### src/hdl/ahfd_pkg.sv
// Shared constants, types and helper functions for the ASCII hex frame decoder.
`default_nettype none

package ahfd_pkg;

   // CRC16-XMODEM: poly 0x1021, init 0x0000, MSB first
   localparam logic [15:0] CRC_POLY = 16'h1021;
   localparam logic [15:0] CRC_INIT = 16'h0000;

   // Frame layout
   localparam int DATA_START     = 5;
   localparam int TAIL_AFTER_SEP = 6;
   localparam int POS_W          = 9;
   localparam logic [POS_W-1:0] POS_MAX = '1;

   localparam logic [7:0] CHAR_SOF = 8'h3C;   // '<'
   localparam logic [7:0] CHAR_SEP = 8'h3A;   // ':'
   localparam logic [7:0] CHAR_EOF = 8'h3E;   // '>'

   // Register file
   localparam int CSR_ADDR_W = 3;
   localparam int CSR_DATA_W = 32;
   typedef enum logic {
      REG_CRC_CHECK_ON = 1'b0
   } csr_index_type;

   typedef enum logic {
      KIND_DATA   = 1'b0,
      KIND_STATUS = 1'b1
   } item_kind_type;

   typedef enum logic [1:0] {
      STAT_OK  = 2'd0,
      STAT_BAD = 2'd1,
      STAT_CRC = 2'd2
   } frame_status_type;

   typedef struct packed {
      logic       bad;
      logic [3:0] nibble;
   } hex_digit_type;

   // Decode one ASCII hex digit; a non-hex character is flagged and reads as 0.
   function automatic hex_digit_type hex_decode(input logic [7:0] c);
      hex_digit_type d;
      d.bad    = 1'b0;
      d.nibble = 4'h0;
      if (c >= 8'h30 && c <= 8'h39) begin
         d.nibble = 4'(c - 8'h30);
      end else if (c >= 8'h41 && c <= 8'h46) begin
         d.nibble = 4'(c - 8'h37);
      end else if (c >= 8'h61 && c <= 8'h66) begin
         d.nibble = 4'(c - 8'h57);
      end else begin
         d.bad = 1'b1;
      end
      return d;
   endfunction

   // One byte of CRC16-XMODEM, unrolled over the eight bits.
   function automatic logic [15:0] crc16_byte(input logic [15:0] crc, input logic [7:0] b);
      logic [15:0] c;
      c = crc ^ {b, 8'h00};
      for (int k = 0; k < 8; k++) begin
         c = c[15] ? ((c << 1) ^ CRC_POLY) : (c << 1);
      end
      return c;
   endfunction

endpackage

`default_nettype wire

### src/hdl/ascii_hex_frame_decoder_crc16.sv
// Top level of the ASCII hex frame decoder with CRC16-XMODEM check.
`default_nettype none

// Decodes frames of the form '<' cmd DD ':' data-hex ':' [CCCC] '>' arriving one
// byte per req beat, with req_tlast on the last byte of the buffer. On every
// accepted byte the frame state (position, running CRC, counts, flags) is
// updated by a single pass of logic and the result, if any, lands in the rsp
// output register, so a byte can be accepted every cycle as long as the rsp side
// keeps draining. Each data byte goes out as a tentative data beat once its
// second hex digit arrives; the last byte of the buffer always yields a status
// beat (ok, bad frame or CRC mismatch) and restarts the decoder for a new frame.
// crc_check_on at byte address 0 selects whether four CRC digits precede '>'.
module ascii_hex_frame_decoder_crc16 (
   input  wire logic                               clock,
   input  wire logic                               reset,
   input  wire logic                               req_tvalid,
   output      logic                               req_tready,
   input  wire logic [7:0]                         req_tdata,   // [7:0] rx_byte
   input  wire logic                               req_tlast,   // end_of_buffer
   output      logic                               rsp_tvalid,
   input  wire logic                               rsp_tready,
   // [7:0] data_byte, [15:8] command_char, [17:16] frame_status, [24:18] byte_count
   output      logic [31:0]                        rsp_tdata,
   output      logic                               rsp_tuser,   // item_kind
   input  wire logic                               csr_psel,
   input  wire logic                               csr_penable,
   input  wire logic                               csr_pwrite,
   input  wire logic [ahfd_pkg::CSR_ADDR_W-1:0]    csr_paddr,
   input  wire logic [ahfd_pkg::CSR_DATA_W-1:0]    csr_pwdata,
   output      logic [ahfd_pkg::CSR_DATA_W-1:0]    csr_prdata,
   output      logic                               csr_pready
);
   import ahfd_pkg::*;

   // Configuration
   logic             crc_on_ff;
   logic             csr_hit;
   logic             csr_wr;

   // Frame state
   logic [POS_W-1:0] pos_ff, pos_in;
   logic [15:0]      crc_ff, crc_in;
   logic [7:0]       dcc_ff, dcc_in;
   logic [7:0]       cmd_ff, cmd_in;
   logic [15:0]      rcrc_ff, rcrc_in;
   logic [3:0]       nib_ff, nib_in;
   logic             sbad_ff, sbad_in;
   logic             dbad_ff, dbad_in;

   // Result register
   logic             rsp_valid_ff;
   logic             rsp_kind_ff, rsp_kind_in;
   logic [7:0]       rsp_data_ff, rsp_data_in;
   logic [7:0]       rsp_cmd_ff, rsp_cmd_in;
   logic [1:0]       rsp_stat_ff, rsp_stat_in;
   logic [6:0]       rsp_cnt_ff, rsp_cnt_in;
   logic             emit;

   logic             accept;
   logic [7:0]       b;
   logic             eob;
   logic [POS_W:0]   p;
   logic [POS_W:0]   sep2;
   logic [POS_W:0]   endpos;
   hex_digit_type    hx;
   logic [POS_W-1:0] data_idx;
   logic             sbad_fin;
   logic             dbad_fin;
   frame_status_type status;

   assign csr_pready = 1'b1;
   assign csr_hit    = (csr_index_type'(csr_paddr[2]) == REG_CRC_CHECK_ON);
   assign csr_wr     = csr_psel && csr_penable && csr_pwrite && csr_pready;
   assign csr_prdata = csr_hit ? {{(CSR_DATA_W-1){1'b0}}, crc_on_ff} : '0;

   always_ff @(posedge clock) begin
      if (reset) begin
         crc_on_ff <= 1'b1;
      end else if (csr_wr && csr_hit) begin
         crc_on_ff <= csr_pwdata[0];
      end
   end

   assign req_tready = !rsp_valid_ff || rsp_tready;
   assign accept     = req_tvalid && req_tready;
   assign b          = req_tdata;
   assign eob        = req_tlast;
   assign p          = {1'b0, pos_ff};
   assign sep2       = (POS_W+1)'(DATA_START) + {2'b00, dcc_ff};
   assign endpos     = crc_on_ff ? sep2 + (POS_W+1)'(TAIL_AFTER_SEP - 1)
                                 : sep2 + (POS_W+1)'(1);
   assign hx         = hex_decode(b);
   assign data_idx   = pos_ff - POS_W'(DATA_START - 1);

   always_comb begin
      pos_in      = pos_ff;
      crc_in      = crc_ff;
      dcc_in      = dcc_ff;
      cmd_in      = cmd_ff;
      rcrc_in     = rcrc_ff;
      nib_in      = nib_ff;
      sbad_in     = sbad_ff;
      dbad_in     = dbad_ff;
      emit        = 1'b0;
      rsp_kind_in = KIND_DATA;
      rsp_data_in = 8'h00;
      rsp_stat_in = STAT_OK;
      rsp_cnt_in  = 7'd0;
      sbad_fin    = 1'b0;
      dbad_fin    = 1'b0;
      status      = STAT_OK;

      priority if (p == (POS_W+1)'(0)) begin
         if (b != CHAR_SOF) sbad_in = 1'b1;
      end else if (p == (POS_W+1)'(1)) begin
         cmd_in = b;
      end else if (p == (POS_W+1)'(2)) begin
         if (hx.bad) sbad_in = 1'b1;
         dcc_in = {hx.nibble, 4'h0};
      end else if (p == (POS_W+1)'(3)) begin
         if (hx.bad) sbad_in = 1'b1;
         dcc_in = {dcc_ff[7:4], hx.nibble};
      end else if (p == (POS_W+1)'(4)) begin
         if (b != CHAR_SEP) sbad_in = 1'b1;
      end else if (p < sep2) begin
         if (hx.bad) dbad_in = 1'b1;
         if (pos_ff[0]) begin
            // high nibble sits at odd positions
            nib_in = hx.nibble;
         end else begin
            nib_in      = 4'h0;
            emit        = !eob;
            rsp_data_in = {nib_ff, hx.nibble};
            rsp_cnt_in  = data_idx[7:1];
         end
      end else if (p == sep2) begin
         if (b != CHAR_SEP) sbad_in = 1'b1;
      end else if (crc_on_ff && p <= sep2 + (POS_W+1)'(4)) begin
         if (hx.bad) sbad_in = 1'b1;
         rcrc_in = {rcrc_ff[11:0], hx.nibble};
      end else begin
         // trailing bytes only advance the position
      end

      if (p <= sep2) crc_in = crc16_byte(crc_ff, b);
      pos_in = (pos_ff == POS_MAX) ? POS_MAX : pos_ff + POS_W'(1);

      if (eob) begin
         sbad_fin = sbad_in || (p != endpos) || (b != CHAR_EOF);
         dbad_fin = dbad_in || dcc_in[0];
         priority if (sbad_fin) begin
            status = STAT_BAD;
         end else if (crc_on_ff && crc_in != rcrc_in) begin
            status = STAT_CRC;
         end else if (dbad_fin) begin
            status = STAT_BAD;
         end else begin
            status = STAT_OK;
         end
         emit        = 1'b1;
         rsp_kind_in = KIND_STATUS;
         rsp_data_in = 8'h00;
         rsp_stat_in = status;
         rsp_cnt_in  = (status == STAT_OK) ? dcc_in[7:1] : 7'd0;
         // restart for the next frame
         pos_in  = '0;
         crc_in  = CRC_INIT;
         dcc_in  = 8'h00;
         rcrc_in = 16'h0000;
         nib_in  = 4'h0;
         sbad_in = 1'b0;
         dbad_in = 1'b0;
      end
      rsp_cmd_in = cmd_in;
      if (eob) cmd_in = 8'h00;
   end

   always_ff @(posedge clock) begin
      if (reset) begin
         pos_ff  <= '0;
         crc_ff  <= CRC_INIT;
         dcc_ff  <= 8'h00;
         cmd_ff  <= 8'h00;
         rcrc_ff <= 16'h0000;
         nib_ff  <= 4'h0;
         sbad_ff <= 1'b0;
         dbad_ff <= 1'b0;
      end else if (accept) begin
         pos_ff  <= pos_in;
         crc_ff  <= crc_in;
         dcc_ff  <= dcc_in;
         cmd_ff  <= cmd_in;
         rcrc_ff <= rcrc_in;
         nib_ff  <= nib_in;
         sbad_ff <= sbad_in;
         dbad_ff <= dbad_in;
      end
   end

   always_ff @(posedge clock) begin
      if (reset) begin
         rsp_valid_ff <= 1'b0;
      end else if (accept) begin
         rsp_valid_ff <= emit;
      end else if (rsp_tready) begin
         rsp_valid_ff <= 1'b0;
      end
   end

   // Load the result register only with a new beat
   always_ff @(posedge clock) begin
      if (accept && emit) begin
         rsp_kind_ff <= rsp_kind_in;
         rsp_data_ff <= rsp_data_in;
         rsp_cmd_ff  <= rsp_cmd_in;
         rsp_stat_ff <= rsp_stat_in;
         rsp_cnt_ff  <= rsp_cnt_in;
      end
   end

   assign rsp_tvalid = rsp_valid_ff;
   assign rsp_tuser  = rsp_kind_ff;
   assign rsp_tdata  = {7'h00, rsp_cnt_ff, rsp_stat_ff, rsp_cmd_ff, rsp_data_ff};

endmodule

`default_nettype wire

### config.mk
export PLATFORM = sky130hd
export DESIGN_NAME = ascii_hex_frame_decoder_crc16
export DESIGN_NICKNAME = d
export VERILOG_FILES = /design/src/hdl/ahfd_pkg.sv /design/src/hdl/ascii_hex_frame_decoder_crc16.sv
export SDC_FILE = /design/constraint.sdc
export NUM_CORES = 1
export LEC_CHECK = 0
export BUFFER_PORTS_ARGS = -buffer_cell sky130_fd_sc_hd__buf_2
export CAP_MARGIN = 20
export CORE_MARGIN = 5
export CORE_UTILIZATION = 51
export CTS_CLUSTER_DIAMETER = 120
export DETAILED_ROUTE_END_ITERATION = 10
export GPL_TIMING_DRIVEN = 0
export HOLD_SLACK_MARGIN = 0.02
export PLACE_DENSITY = 0.77
export SYNTH_ARGS = -nofsm -noshare
export SYNTH_HDL_FRONTEND = slang
export SYNTH_SLANG_ARGS = --single-unit
### constraint.sdc
create_clock -name clock -period 3.4 [get_ports clock]
set_input_delay 0.68 -clock clock [delete_from_list [all_inputs] [get_ports clock]]
set_output_delay 0.68 -clock clock [all_outputs]
set_load 0.01 [all_outputs]
# Word level (Yosys, flattened, before mapping)
# Index checks and enable logic that the tools add are counted.
# totals
register_bits	91
output_inout_bits	68
word_cells	171
# op_classes
addsub	9
n_lt_le_gt_ge	9
eq_ne	16
mux	89
n_bitwise	11
n_reduce_logical	22
# ops
cell	count
$mux W16	11
$mux W13	8
$mux W7	9
$mux W8	7
$mux W4	12
$mux W1	36
$ne A8 B6 Y1 const B	3
$not A3 Y3	8
$add A9 B3 Y10 const B	2
$eq A9 B2 Y1 const B	2
$mux W9	2
$ge A8 B7 Y1 const B	2
$le A8 B7 Y1 const B	2
$ne A16 B16 Y1	1
$xor A16 B16 Y16	1
$add A9 B1 Y10 const B	1
$le A9 B10 Y1	1
$logic_and A1 B1 Y1	10
$logic_not A10 Y1	1
$mux W10	1
$ne A2 B2 Y1 const B	5
$ne A9 B10 Y1	1
$add A3 B8 Y9 const A	1
$add A9 B1 Y9 const B	1
other kinds (19)	28

# Logic depth before layout (Yosys ltp)
# logic_depth
ltp_word	26
ltp_mapped	18
depth_no_buf	17

# Worst setup path before layout
# No wires, ideal clock.
# synth_path
kind	flip-flop to flip-flop
from	reg dcc_ff[0]
to	reg rsp_stat_ff[0], data pin
setup_time_ps	154
arrival_ps	3637
path_slack_ps	-392
path_stages_with_launch	18
n_path_buf	1
period_less_slack_ps	3792
path_cell_list	dfxtp_1 -> ha_1 -> o2111ai_2 -> xor2_1 -> a21oi_1 -> nand2_1 -> xnor2_1 -> ha_1 -> a21o_1 -> a21oi_1 -> nand4_1 -> a21oi_2 -> buf_2 -> mux2i_1 -> o21ai_0 -> o31ai_2 -> nand4_1 -> a41oi_2
# synth_via
elab_chain_cells	17
# synth_lines
element	line	rtl
from (decl)	ascii_hex_frame_decoder_crc16.sv:43	logic [7:0] dcc_ff, dcc_in;
from (signal assigned)	ascii_hex_frame_decoder_crc16.sv:191	dcc_ff <= dcc_in;
$add A3 B8 Y9	ascii_hex_frame_decoder_crc16.sv:89	assign sep2 = (POS_W+1)'(DATA_START) + {2'b00, dcc_ff};
$add A9 B3 Y10	ascii_hex_frame_decoder_crc16.sv:138	end else if (crc_on_ff && p <= sep2 + (POS_W+1)'(4)) begin
$le A9 B10 Y1	ascii_hex_frame_decoder_crc16.sv:138	
$logic_and A1 B1 Y1	ascii_hex_frame_decoder_crc16.sv:138	
$mux W16	ascii_hex_frame_decoder_crc16.sv:138	
$mux W16	ascii_hex_frame_decoder_crc16.sv:136	end else if (p == sep2) begin
$mux W16	ascii_hex_frame_decoder_crc16.sv:125	end else if (p < sep2) begin
$mux W16	ascii_hex_frame_decoder_crc16.sv:123	end else if (p == (POS_W+1)'(4)) begin
$mux W16	ascii_hex_frame_decoder_crc16.sv:120	end else if (p == (POS_W+1)'(3)) begin
$mux W16	ascii_hex_frame_decoder_crc16.sv:117	end else if (p == (POS_W+1)'(2)) begin
$mux W16	ascii_hex_frame_decoder_crc16.sv:115	end else if (p == (POS_W+1)'(1)) begin
$mux W16	ascii_hex_frame_decoder_crc16.sv:113	priority if (p == (POS_W+1)'(0)) begin
$ne A16 B16 Y1	ascii_hex_frame_decoder_crc16.sv:153	end else if (crc_on_ff && crc_in != rcrc_in) begin
$logic_and A1 B1 Y1	ascii_hex_frame_decoder_crc16.sv:153	
$mux W2	ascii_hex_frame_decoder_crc16.sv:153	
$mux W2 (*)	ascii_hex_frame_decoder_crc16.sv:151	priority if (sbad_fin) begin
$mux W2 (*)	ascii_hex_frame_decoder_crc16.sv:148	if (eob) begin
to (signal assigned)	ascii_hex_frame_decoder_crc16.sv:216	rsp_stat_ff <= rsp_stat_in;
to (decl)	ascii_hex_frame_decoder_crc16.sv:55	logic [1:0] rsp_stat_ff, rsp_stat_in;
# Mark *: on every way between the ends. The rest lies on a longest branch, timed or not. The select of a mux whose other input is x is not followed.
# A chain may end at the register's enable or synchronous reset.

# Worst setup path after layout
# layout_path
from	reg dcc_ff[1]
to	reg rsp_cnt_ff[0], data pin
# layout_via
elab_chain_cells	20
# layout_lines
element	line	rtl
$add A3 B8 Y9	ascii_hex_frame_decoder_crc16.sv:89	
$add A9 B3 Y10	ascii_hex_frame_decoder_crc16.sv:138	
$le A9 B10 Y1	ascii_hex_frame_decoder_crc16.sv:138	
$logic_and A1 B1 Y1	ascii_hex_frame_decoder_crc16.sv:138	
$mux W16	ascii_hex_frame_decoder_crc16.sv:138	
$mux W16	ascii_hex_frame_decoder_crc16.sv:136	
$mux W16	ascii_hex_frame_decoder_crc16.sv:125	
$mux W16	ascii_hex_frame_decoder_crc16.sv:123	
[... 5 more ...]	--	
$logic_and A1 B1 Y1	ascii_hex_frame_decoder_crc16.sv:153	
$mux W2	ascii_hex_frame_decoder_crc16.sv:153	
$mux W2	ascii_hex_frame_decoder_crc16.sv:151	
$mux W2	ascii_hex_frame_decoder_crc16.sv:148	
$logic_not A2 Y1	ascii_hex_frame_decoder_crc16.sv:164	rsp_cnt_in = (status == STAT_OK) ? dcc_in[7:1] : 7'd0;
$mux W7	ascii_hex_frame_decoder_crc16.sv:164	
$mux W7 (*)	ascii_hex_frame_decoder_crc16.sv:148	
net rsp_cnt_in[0]	ascii_hex_frame_decoder_crc16.sv:56	logic [6:0] rsp_cnt_ff, rsp_cnt_in;
to (signal assigned)	ascii_hex_frame_decoder_crc16.sv:217	rsp_cnt_ff <= rsp_cnt_in;
to (decl)	ascii_hex_frame_decoder_crc16.sv:56	
# Mark *: on every way through the listed nets, which the timed path passes. The rest lies on a longest branch. The select of a mux whose other input is x is not followed.

==> key figures <==
Synth
  – Synthesized cell area: 6330 um^2
  – Post-synth top cells: 92 x nor2_1, 65 x dfxtp_1, 52 x xnor2_1, 46 x a22oi_1, 39 x buf_4
  – Avg Cell Area, Syn: a little under 9 um^2
  – Gate count of the mapped netlist: 729
  – Yosys Warn Count: 0
  – Sequential area share after synthesis: 0.329
  – FFs w/ async S/R, synth: 0
  – Yosys top cell area share: 0.205
  – Distinct cell type count of the synthesized netlist: 81
  – Most numerous cell in the Yosys netlist: nor2_1
  – Synth area leader: dfxtp_1
  – Dominant synthesized flop cell: dfxtp_1
  – FF+latch count, synth: 91
  – Ranking of synthesized cells by area: dfxtp_1 21%, edfxtp_1 12%, xnor2_1 7.2%
  – Post-synth EDFFs: 26

Global routing
  – Grt ovf: 0
  – GR Util All Layers: 0.245
  – First-pass GRT wire length: just under 30000 um
  – Vias in the first global route: 5577
  – Antenna violations before repair: 0
  – Largest net degree at the start of global routing: 17

Min path
  – WHS Path Cells: 2
  – Hold wc startpoint: nib_ff[1]
  – Worst min path class: register to register
  – WHS Endpoint: nib_ff[1]

Timing
  – Fin Clk Skew: a little under 9 ps
  – Period minus WS final: 4130 ps
  – Fmax achieved: 242 MHz
  – Total Neg Setup Slack: -14520 ps
  – Final period util: 1.21
  – Worst hold slack: about 490 ps
  – Final setup fails: 52
  – Final hold violations: 0
  – Setup ws final: -727 ps
  – Final Max Tran Viols: 0
  – Slew Limit Headroom: 0.218
  – Worst Tran Pin Value: 1160 ps
  – RSZ-0062 raised after global routing: yes

Clock tree
  – Skew-Pair Late Insertion Delay: ~350 ps
  – Root buf cell: clkbuf_16
  – Max Root-Sink Buffers: 2
  – CTS tree: done
  – Num Clock Sinks: 91
  – Hold Buf Count CTS: 0
  – Clock Pin Slew Worst Setup and Hold Paths: roughly 70 ps
  – CTS Buf Count: 9
  – H-tree lvl count: 3

Pwr
  – Comb pwr share: 0.199
  – Pwr Total: around 2.8 mW
  – Pwr/cell area: 347 nW/um^2
  – NetSw: around 800 uW
  – Clock power frac: 0.372
  – Leak: between 3 and 4 nW
  – Seq pwr share: 0.429
  – Peak VDD IR: 0.000346 V
  – Cell internal pwr: 1.96 mW
  – Sw frac: 0.291

Placed design
  – Dpl hpwl: roughly 13000 um
  – Placed cells: just under 1000
  – PortBufs: 44
  – GP Congestion: 0.979

Floorplan
  – Die Width: roughly 120 um
  – FP Rows: 40
  – Die height: 121 um
  – Initial Util: 0.523
  – # IOs: ~120
  – Die area: between 10000 and 15000 um^2
  – Core footprint: between 10000 and 15000 um^2

Cells and area
  – Area grow syn2layout: 25.7%
  – Final Util: 0.658
  – Layout cell share with drive strength beyond 1: 0.274
  – Fillers: between 900 and 1000
  – Antenna fix cells: 0
  – Fin cells: 1029
  – Fin nets: 940

Routing
  – Final WL: between 15000 and 20000 um
  – Via/cell ratio: approximately 5.8
  – Starting DRT DRC Count: between 600 and 700
  – Routed via count: between 5000 and 6000
  – First-pass DRT Iterations: 5
  – Final antenna-violating net count: 0
  – WL per Instance: 18.1 um
  – Residual DRC: 0

Critical path
  – Setup CP Type: register to register
  – Crit path DAT: roughly 4200 ps
  – CP required: ~3500 ps
  – Critical Path End Type: register
  – FF-to-FF Start: dcc_ff[1]
  – CP max FO: 7
  – R2R cell count: 18
  – Flop-to-flop setup slack: -730 ps
  – CP startpoint kind: register
  – R2R Path End: rsp_cnt_ff[0]

Run status
  – Failing checks: setup timing
  – Run status: complete, but fails checks

Flow run
  – Max cap viols: 0
-- how the worst max path moves through the flow --
| stage | to | slack, ps | cells past startpoint | startpoint |
|---|---|---|---|---|
| 6_report | rsp_cnt_ff[0] | -730 | 18 | dcc_ff[1] |
| 5_1_grt | rsp_cnt_ff[0] | -920 | 18 | dcc_ff[0] |
| 3_3_place_gp | rsp_cnt_ff[6] | -870 | 17 | dcc_ff[0] |
| 2_1_floorplan | rsp_cnt_ff[1] | -70 | 17 | dcc_ff[0] |
| 4_1_cts | rsp_cnt_ff[0] | -610 | 18 | dcc_ff[4] |
| 3_5_place_dp | rsp_cnt_ff[6] | -910 | 17 | dcc_ff[0] |
-- sequential cells by signal, indices dropped and copies added (netlist names), 2 cells and up --
register / count
rsp_stat_ff: 2
pos_ff: 9
cmd_ff: 8
rsp_cmd_ff: 8
rsp_data_ff: 8
dcc_ff: 8
nib_ff: 4
rcrc_ff: 16
rsp_cnt_ff: 7
crc_ff: 16
-- layout make-up --
class                      count  area [um^2]  share of cell area
timing repair buffer          79          523              0.0657
tap                          168          210              0.0264
timing repair inverter         2         15.0             0.00189
clock buffer                  10          229              0.0287
inverter                      33          128              0.0160
buffer                        74          493              0.0619
multi-input combinational    566         4210               0.528
sequential                    91         2090               0.262
clock inverter                 6         71.3             0.00895
-- cells in the final DEF (no fill, tap or decap), types with 4 or more instances in the layout --
master,synthesis,routed
xor2_1,25,23
o22ai_2,0,6
a21oi_1,35,32
ha_1,33,32
a22oi_1,46,31
nand2_1,24,22
mux2i_1,6,6
o211ai_1,5,5
nor2_1,92,90
nor3_1,16,15
o21ai_0,22,20
edfxtp_1,26,26
inv_1,32,30
clkbuf_16,0,9
conb_1,2,39
mux2_2,5,5
nand2b_1,9,7
buf_6,1,6
clkbuf_1,25,20
a31oi_1,8,7
nor2b_1,6,6
xnor2_1,52,47
a22oi_2,0,15
and3_1,6,5
nand4_1,13,13
buf_2,9,48
nand3_1,10,9
a211oi_1,10,9
and2_1,16,14
clkinvlp_4,0,5
dfxtp_1,65,62
xnor2_2,1,6
a21o_1,4,4
buf_4,39,71
-- power groups by stage --
stage	clock network (mW)	registers (mW)	logic (mW)
global placement	0	1.21	0.472
floorplan	0	1.21	0.357
detailed placement	0	1.21	0.474
CTS	1.03	1.18	0.517
finish	1.03	1.19	0.550
global route	1.07	1.19	0.591
-- routing by layer --
metal,global-route usage,vias to the layer above,share of wire
li1,-,2793,-
met1,0.333,2794,0.42
met2,0.394,318,0.47
met3,0.0415,52,0.086
met4,0.0854,0,0.030
met5,0,-,0
-- logic make-up after synthesis --
| family | count (synthesis) | share of synthesized area |
|---|---|---|
| mux | 11 | 0.0184 |
| buf+inv | 109 | 0.0907 |
| simple gates | 222 | 0.179 |
| compound gates | 181 | 0.200 |
| other cells | 2 | 0.00119 |
| xor+xnor | 80 | 0.116 |
| fa+ha+maj | 33 | 0.0652 |
| flops | 91 | 0.329 |
-- repair_timing --
action | 4_1_cts | 5_1_grt
gates cloned | 3 | 0
endpoints found under the setup margin | 70 | 78
setup buffers | 15 | 19
resized for setup | 61 | 24
pin swaps | 14 | 21
hold endpoints to repair | 0 | 0
-- worst max-delay path, cell delays in order, from the launching register on --
cell and delay [ps]:
dfxtp_4 400, ha_4 220, o2111ai_4 160, xor2_2 220
a21oi_2 210, nand2_2 100, xnor2_2 150, ha_1 310
a21o_1 170, a21oi_2 170, nand4_1 250, a21oi_4 260
buf_6 160, buf_6 130, a2111oi_4 50, o211ai_1 210
o211ai_1 260, nand4_4 300, o32ai_4 110
-- per-stage QoR --
step	worst slack (ps)	area (um^2)
finish	-727	7970
global route	-917	7970
CTS	-610	7690
detailed placement	-908	6980
global placement	-872	6980
floorplan	-68.0	6550
(Power assumes the default switching activity.)
